File: config.mk
export PLATFORM = sky130hd
export DESIGN_NAME = awu_ctrl
export DESIGN_NICKNAME = d
export VERILOG_FILES = /design/src/rtl/awu_pkg.sv /design/src/rtl/awu_ctrl.sv
export VERILOG_INCLUDE_DIRS = /design/src /design/src/rtl
export SDC_FILE = /design/constraint.sdc
export NUM_CORES = 1
export LEC_CHECK = 0
export ABC_CLOCK_PERIOD_IN_PS = 2500
export BUFFER_PORTS_ARGS = -buffer_cell sky130_fd_sc_hd__buf_2
export CELL_PAD_IN_SITES_DETAIL_PLACEMENT = 2
export CELL_PAD_IN_SITES_GLOBAL_PLACEMENT = 2
export CORE_MARGIN = 2
export CORE_UTILIZATION = 34
export DETAILED_ROUTE_END_ITERATION = 12
export GPL_TIMING_DRIVEN = 0
export PLACE_DENSITY_LB_ADDON = 0.3
export RECOVER_POWER = 50
export SETUP_SLACK_MARGIN = 0.2
export SYNTH_ARGS = -nofsm -noshare
export SYNTH_HDL_FRONTEND = slang
export SYNTH_SLANG_ARGS = --single-unit
File: constraint.sdc
create_clock -name clk -period 2.5 [get_ports clk]
set_clock_uncertainty 0.05 [all_clocks]
set_input_delay 0.375 -clock clk [delete_from_list [all_inputs] [get_ports clk]]
set_output_delay 0.375 -clock clk [all_outputs]
set_load 0.05 [all_outputs]
File: src/rtl/adagrad_weight_update_assert.svh
// assertion macros used by the adagrad weight update controller
// no dependencies; bodies compile away when SYNTH is defined
`ifndef ADAGRAD_WEIGHT_UPDATE_ASSERT_SVH
`define ADAGRAD_WEIGHT_UPDATE_ASSERT_SVH
`ifndef SYNTH
// same-cycle implication
`define AWU_ASSERT_IMP(lbl, clk, rst, ante, cons) \
  lbl: assert property (@(posedge clk) disable iff (rst) (ante) |-> (cons)) \
    else $error("awu same-cycle check failed");
// next-cycle implication
`define AWU_ASSERT_NXT(lbl, clk, rst, ante, cons) \
  lbl: assert property (@(posedge clk) disable iff (rst) (ante) |=> (cons)) \
    else $error("awu next-cycle check failed");
`else
`define AWU_ASSERT_IMP(lbl, clk, rst, ante, cons)
`define AWU_ASSERT_NXT(lbl, clk, rst, ante, cons)
`endif
`endif

File: src/rtl/awu_pkg.sv
// shared constants, command and status types for the adagrad weight update
// no dependencies
`default_nettype none

package awu_pkg;

  localparam int NUM_WEIGHTS = 4096;
  localparam int IDX_W       = $clog2(NUM_WEIGHTS);
  localparam int CNT_W       = (IDX_W > 7) ? IDX_W : 7;

  // configuration port
  localparam int CFG_IDX_W  = 8;
  localparam int CFG_DATA_W = 32;
  localparam logic [CFG_IDX_W-1:0] REG_LEARN_RATE  = 8'd0;
  localparam logic [CFG_IDX_W-1:0] REG_EPSILON     = 8'd1;
  localparam logic [CFG_IDX_W-1:0] REG_L1_RATE     = 8'd2;
  localparam logic [CFG_IDX_W-1:0] REG_L2_RATE     = 8'd3;
  localparam logic [CFG_IDX_W-1:0] REG_BATCH_COUNT = 8'd4;

  localparam logic [31:0] LEARN_RATE_RST  = 32'd655;
  localparam logic [31:0] EPSILON_RST     = 32'd1;
  localparam logic [15:0] BATCH_COUNT_RST = 16'd1;

  // iteration counts of the shared units
  localparam int MUL_STEPS  = 5;
  localparam int DIV_STEPS  = 64;
  localparam int SQRT_STEPS = 32;

  // products formed by the shared multiplier, in issue order
  typedef enum logic [2:0] {
    P_L1D   = 3'd0,
    P_L2D   = 3'd1,
    P_WSQ   = 3'd2,
    P_L1INC = 3'd3,
    P_L2INC = 3'd4,
    P_L2MAG = 3'd5,
    P_GSQ   = 3'd6,
    P_LRG   = 3'd7
  } prod_t;

  // datapath operations
  typedef enum logic [3:0] {
    OP_NOP        = 4'd0,
    OP_CAPTURE    = 4'd1,
    OP_CLEAR      = 4'd2,
    OP_MUL_LOAD   = 4'd3,
    OP_MUL_STEP   = 4'd4,
    OP_MUL_STORE  = 4'd5,
    OP_SUM        = 4'd6,
    OP_DIV_G_LOAD = 4'd7,
    OP_DIV_STEP   = 4'd8,
    OP_G_SAT      = 4'd9,
    OP_ACCUM      = 4'd10,
    OP_SQRT_STEP  = 4'd11,
    OP_DIV_Q_LOAD = 4'd12,
    OP_FINISH     = 4'd13
  } op_t;

  typedef struct packed {
    op_t              op;
    prod_t            prod;
    logic [CNT_W-1:0] cnt;
  } dp_cmd_t;

  typedef struct packed {
    logic root_zero;
    logic out_free;
  } dp_sts_t;

endpackage

`default_nettype wire

File: src/rtl/awu_ctrl.sv
// controller: clearing pass, request accept and sequencing of the datapath
// depends on awu_pkg and the assertion macro header
`default_nettype none
`include "adagrad_weight_update_assert.svh"

module awu_ctrl (
  input  logic              clk,
  input  logic              rst,
  input  logic              item_valid,
  output logic              item_ready,
  input  awu_pkg::dp_sts_t  sts,
  output awu_pkg::dp_cmd_t  cmd
);

  typedef enum logic [13:0] {
    S_CLEAR    = 14'b00000000000001,
    S_IDLE     = 14'b00000000000010,
    S_MUL_LD   = 14'b00000000000100,
    S_MUL_RUN  = 14'b00000000001000,
    S_MUL_ST   = 14'b00000000010000,
    S_SUM      = 14'b00000000100000,
    S_DIV_G_LD = 14'b00000001000000,
    S_DIV_G    = 14'b00000010000000,
    S_G_SAT    = 14'b00000100000000,
    S_ACCUM    = 14'b00001000000000,
    S_SQRT     = 14'b00010000000000,
    S_DIV_Q_LD = 14'b00100000000000,
    S_DIV_Q    = 14'b01000000000000,
    S_FINISH   = 14'b10000000000000
  } state_t;

  localparam logic [awu_pkg::CNT_W-1:0] CLR_LAST  = awu_pkg::CNT_W'(awu_pkg::NUM_WEIGHTS - 1);
  localparam logic [awu_pkg::CNT_W-1:0] MUL_LAST  = awu_pkg::CNT_W'(awu_pkg::MUL_STEPS - 1);
  localparam logic [awu_pkg::CNT_W-1:0] DIV_LAST  = awu_pkg::CNT_W'(awu_pkg::DIV_STEPS - 1);
  localparam logic [awu_pkg::CNT_W-1:0] SQRT_LAST = awu_pkg::CNT_W'(awu_pkg::SQRT_STEPS - 1);

  state_t                    state, state_next;
  logic [awu_pkg::CNT_W-1:0] cnt, cnt_next;
  awu_pkg::prod_t            pidx, pidx_next;

  // state registers
  always_ff @(posedge clk) begin
    if (rst) begin
      state <= S_CLEAR;
      cnt   <= '0;
      pidx  <= awu_pkg::P_L1D;
    end else begin
      state <= state_next;
      cnt   <= cnt_next;
      pidx  <= pidx_next;
    end
  end

  // sequencing
  always_comb begin
    state_next = state;
    cnt_next   = cnt;
    pidx_next  = pidx;
    item_ready = 1'b0;
    cmd.op     = awu_pkg::OP_NOP;
    cmd.prod   = pidx;
    cmd.cnt    = cnt;
    case (state)
      S_CLEAR: begin
        cmd.op = awu_pkg::OP_CLEAR;
        if (cnt == CLR_LAST) begin
          cnt_next   = '0;
          state_next = S_IDLE;
        end else begin
          cnt_next = cnt + 1'b1;
        end
      end
      S_IDLE: begin
        item_ready = 1'b1;
        if (item_valid) begin
          cmd.op     = awu_pkg::OP_CAPTURE;
          pidx_next  = awu_pkg::P_L1D;
          state_next = S_MUL_LD;
        end
      end
      S_MUL_LD: begin
        cmd.op     = awu_pkg::OP_MUL_LOAD;
        cnt_next   = '0;
        state_next = S_MUL_RUN;
      end
      S_MUL_RUN: begin
        cmd.op = awu_pkg::OP_MUL_STEP;
        if (cnt == MUL_LAST) begin
          cnt_next   = '0;
          state_next = S_MUL_ST;
        end else begin
          cnt_next = cnt + 1'b1;
        end
      end
      S_MUL_ST: begin
        cmd.op    = awu_pkg::OP_MUL_STORE;
        pidx_next = awu_pkg::prod_t'(pidx + 3'd1);
        if (pidx == awu_pkg::P_L2MAG) begin
          state_next = S_SUM;
        end else if (pidx == awu_pkg::P_LRG) begin
          state_next = S_ACCUM;
        end else begin
          state_next = S_MUL_LD;
        end
      end
      S_SUM: begin
        cmd.op     = awu_pkg::OP_SUM;
        state_next = S_DIV_G_LD;
      end
      S_DIV_G_LD: begin
        cmd.op     = awu_pkg::OP_DIV_G_LOAD;
        cnt_next   = '0;
        state_next = S_DIV_G;
      end
      S_DIV_G: begin
        cmd.op = awu_pkg::OP_DIV_STEP;
        if (cnt == DIV_LAST) begin
          cnt_next   = '0;
          state_next = S_G_SAT;
        end else begin
          cnt_next = cnt + 1'b1;
        end
      end
      S_G_SAT: begin
        cmd.op     = awu_pkg::OP_G_SAT;
        state_next = S_MUL_LD;
      end
      S_ACCUM: begin
        cmd.op     = awu_pkg::OP_ACCUM;
        cnt_next   = '0;
        state_next = S_SQRT;
      end
      S_SQRT: begin
        cmd.op = awu_pkg::OP_SQRT_STEP;
        if (cnt == SQRT_LAST) begin
          cnt_next   = '0;
          state_next = S_DIV_Q_LD;
        end else begin
          cnt_next = cnt + 1'b1;
        end
      end
      S_DIV_Q_LD: begin
        // a zero root means a zero step: skip the division
        if (sts.root_zero) begin
          state_next = S_FINISH;
        end else begin
          cmd.op     = awu_pkg::OP_DIV_Q_LOAD;
          cnt_next   = '0;
          state_next = S_DIV_Q;
        end
      end
      S_DIV_Q: begin
        cmd.op = awu_pkg::OP_DIV_STEP;
        if (cnt == DIV_LAST) begin
          cnt_next   = '0;
          state_next = S_FINISH;
        end else begin
          cnt_next = cnt + 1'b1;
        end
      end
      S_FINISH: begin
        if (sts.out_free) begin
          cmd.op     = awu_pkg::OP_FINISH;
          state_next = S_IDLE;
        end
      end
      default: begin
        state_next = S_CLEAR;
        cnt_next   = '0;
      end
    endcase
  end

  // checks
  `AWU_ASSERT_NXT(a_accept_starts, clk, rst, (state == S_IDLE) && item_valid, state == S_MUL_LD)
  `AWU_ASSERT_IMP(a_finish_free, clk, rst, cmd.op == awu_pkg::OP_FINISH, sts.out_free)
  `AWU_ASSERT_IMP(a_sum_after_six, clk, rst, state == S_SUM, pidx == awu_pkg::P_GSQ)
  `AWU_ASSERT_NXT(a_clear_ends, clk, rst, (state == S_CLEAR) && (cnt == CLR_LAST), state == S_IDLE)

endmodule

`default_nettype wire
# Yosys cells after proc, flatten, opt, wreduce, memory -nomap -nowiden
# Cells that the tools add are included.
[totals]
input_bits = 5
out_inout_bits = 20
regBits = 29
elab_cells = 64
[op_classes]
reduce_logical = 6
addsub = 2
bitwise = 1
eq_ne = 28
muxes = 24
[op_table]
columns = ["cell", "n"]
rows = [
  ["case mux 14 bit (14 select lines)", 1],
  ["two-way mux 14 bit", 8],
  ["case mux 12 bit (6 select lines)", 1],
  ["two-way mux 12 bit", 5],
  ["case mux 4 bit (13 select lines)", 1],
  ["two-way mux 10 bit", 2],
  ["!= test 2 bit, second input constant", 8],
  ["== test 14 x 1 -> 1 bit, second input constant", 1],
  ["== test 14 x 10 -> 1 bit, second input constant", 1],
  ["== test 14 x 11 -> 1 bit, second input constant", 1],
  ["== test 14 x 12 -> 1 bit, second input constant", 1],
  ["== test 14 x 13 -> 1 bit, second input constant", 1],
  ["== test 14 bit, second input constant", 1],
  ["== test 14 x 2 -> 1 bit, second input constant", 1],
  ["== test 14 x 3 -> 1 bit, second input constant", 1],
  ["== test 14 x 4 -> 1 bit, second input constant", 1],
  ["== test 14 x 5 -> 1 bit, second input constant", 1],
  ["== test 14 x 6 -> 1 bit, second input constant", 1],
  ["== test 14 x 7 -> 1 bit, second input constant", 1],
  ["== test 14 x 8 -> 1 bit, second input constant", 1],
  ["== test 14 x 9 -> 1 bit, second input constant", 1],
  ["adder 12 x 1 -> 12 bit, second input constant", 1],
  ["== test 12 bit, second input constant", 1],
  ["== test 12 x 3 -> 1 bit, second input constant", 1],
  ["14 further kinds", 18],
]

# Longest topological paths before layout
[logic_depth]
word_depth = 4
depth_mapped = 8
depth_no_buf = 7

# Worst setup path before layout
# OpenSTA, ideal clock, no wires.
[synth_timing]
path_kind = "flip-flop to output port"
start = "register state[0]"
end = "output cmd[17] in the netlist's numbering"
required_ns = 2.075
path_slack_ns = -1.062
arrival_time_ns = 3.137
n_path_buf = 1
stages_incl_launch_ff = 6
cell_sequence = "dfxtp_1 -> buf_6 -> or4_4 -> nor3_2 -> inv_1 -> o311ai_0"
[synth_rtl]
columns = ["element", "line", "rtl"]
rows = [
  ["start: declaration", "awu_ctrl.sv:37", "state_t state, state_next;"],
  ["start signal: assignment", "awu_ctrl.sv:48", "state <= state_next;"],
  ["end: declaration", "awu_ctrl.sv:12", "output awu_pkg::dp_cmd_t cmd"],
]

==> run metrics <==
minimum clock period 2780 ps; vias 2,539; Synth async-reset ratio 0%; CP Data Required Time 2080 ps; leading post-synthesis cells by cell area dfxtp_1, nor3_1, a21oi_1; crit path from state[0]$_SDFFE_PP1P_; pwr/cell area 375 mW/mm^2; Worst setup SP type flop; Detail Route Antenna Nets 0; Hold Crit Class primary input to flop; placed cell count 337; Total GRT Usage 31.2%; io pins 25; CTS Hold Bufs 0; Clk Latency, worst-skew pair 300 ps; leading area contributor after synthesis dfxtp_1; most common cell after layout, fill and taps aside buf_4; most frequent cells in the layout buf_4, buf_6, nand2_1, clkbuf_1, dfxtp_1; first-pass GRT wire length 14.7 mm; unrepaired setup endpoints after global routing yes; Post-synth EDFFs 0; post-synth cell types 56; die outline width 80.4 um; post-synthesis sequential area ratio 29.2%; # DRC 0; largest net degree at the start of global routing 11; CP Capture Type primary output; pre-CTS WS -226 ps; Initial Util 35.6%; # setup viols final 25; Syn Std Cell Area 0.00199 sq mm; Slew Viols, Final 0; Syn Nets 251; final hold violations 0; CTS tree built; outcome complete, but fails checks; Clk pin slew, worst setup/hold paths 70 ps; fmax 0.359 GHz; drt total wl 11.9 mm; crit path kind flop to primary output; DRT iter0 DRCs 210; row cnt 27; Post-Syn Area per Cell 8.24 sq um; final net count 333; VDD IR max 0.323 mV; Port Buffers 24; CTS root buf clkbuf_8; DR WL/cell 30.1 um; Num CTS Buffers 5; maximum clock insertion buffer count 2; H-tree Lvls 2; Overflow after GRT 0; Hold WS 407 ps; initial antenna violation count 0; layout cells sized above 1 48.5%; crit-path max FO 4; worst min-delay path startpoint item_valid; warnings from Yosys 0; TritonRoute pass-1 iters 5; RD Place Congestion 0.792; Max Cap Viol 0; Die Area 0.00647 sq mm; detailed-placement wirelength estimate 5.09 mm; worst setup margin -283 ps; number of synthesized register bits 29; P_leak 1.24 nW; Synth Flop Type dfxtp_1; worst reg2reg path startpoint state[0]$_SDFFE_PP1P_; n_diodes 0; failing checks setup timing; period utilization 111%; post-synth top area share 29.2%; clock sink count 29; Worst EP arrival 2360 ps; Worst-Margin Slew 680 ps; Non-Filler Instances 396; PnR Total Power 1.18 mW; vias per inst 6.41; DIE HEIGHT 80.4 um; Core ar. 0.00557 sq mm; vias in the first global route 2,530; Max-slew headroom 54.7%; synthesized instance count 241; Layout area overhead 58.7%
[registers in the layout, summed over array words and instances (netlist names)]
signal / flops
pidx: 3
state: 14
cnt: 12
[where the power goes]
part           internal (mW)  total [mW]  switching, mW
clock                  0.225       0.430          0.205
sequential             0.474       0.493         0.0185
combinational          0.103       0.259          0.156
[per-stage QoR]
stage	utilization, %	setup TNS, ps	area [sq um]
2_1_floorplan	-	0	2050
3_3_place_gp	40.6	-1160	2260
3_5_place_dp	40.6	-2990	2260
4_1_cts	50.9	-265	2840
5_1_grt	56.5	-5500	3150
6_report	56.5	-4530	3150
[worst max-delay path, stage by stage (launching register included)]
cell and delay [ps]:
dfxtp_2 340, buf_6 130, nor4_4 350, buf_4 210, buf_4 140, nand4_1 220, buf_4 250, o221ai_4 80
nand2b_4 190, buf_8 140
[worst paths after layout]
check	endpoint	slack, ps	cells after the start
max	cmd[16]	-280	9
min	pidx[2]$_SDFFE_PP0P_	410	4
max reg2reg	state[6]$_SDFFE_PP0P_	-230	12
min reg2reg	state[5]$_SDFFE_PP0P_	500	2
[metal layers]
metal / part of all wire, % / vias up / GRT usage [%]
met5: 0 / - / 0
met2: 49 / 109 / 51.2
met1: 41 / 1310 / 40.5
li1: - / 1081 / -
met3: 4.8 / 39 / 5.17
met4: 4.8 / 0 / 12.4
[synth_stat cells (3+ instances only)]
cell / n
dfxtp_1: 29
buf_2: 6
inv_1: 8
nor4b_1: 4
or4_1: 3
nor4_1: 4
nand4_1: 10
or3_1: 6
and3_1: 3
nand2_1: 17
nor3b_1: 4
nor3_2: 3
ha_1: 5
nor2_1: 16
clkbuf_1: 4
and2_1: 3
a211o_1: 5
nand2b_1: 3
nor3_1: 15
buf_6: 4
and4_1: 6
a21o_1: 6
xor2_1: 4
a21oi_1: 14
nand3_1: 10
o21ai_0: 7
xnor2_1: 4
[what timing repair did]
item / CTS / global route
pin swaps: 18 / 17
gates cloned: 1 / 0
buffers inserted: 24 / 26
endpoints found under the setup margin: 30 / 30
gates resized for setup: 72 / 35
[logic make-up after synthesis]
family,share of synthesized area (%)
AO/OA/AOI/OAI,18.8
XOR/XNOR,3.53
adder cells (fa/ha/maj),3.15
buffers and inverters,6.05
flip-flops,29.2
multiplexers,1.01
AND/OR/NAND/NOR,38.2
[final cells by class]
class	instances	area, sq um
Sequential cell	29	604
Timing Repair Buffer	75	541
Inverter	8	30.0
Fill cell	558	2420
Tap cell	72	90.1
Multi-Input combinational cell	190	1640
Buffer	14	153
Clock buffer	8	90.1
Note: power is estimated with default switching activity, not from simulation.
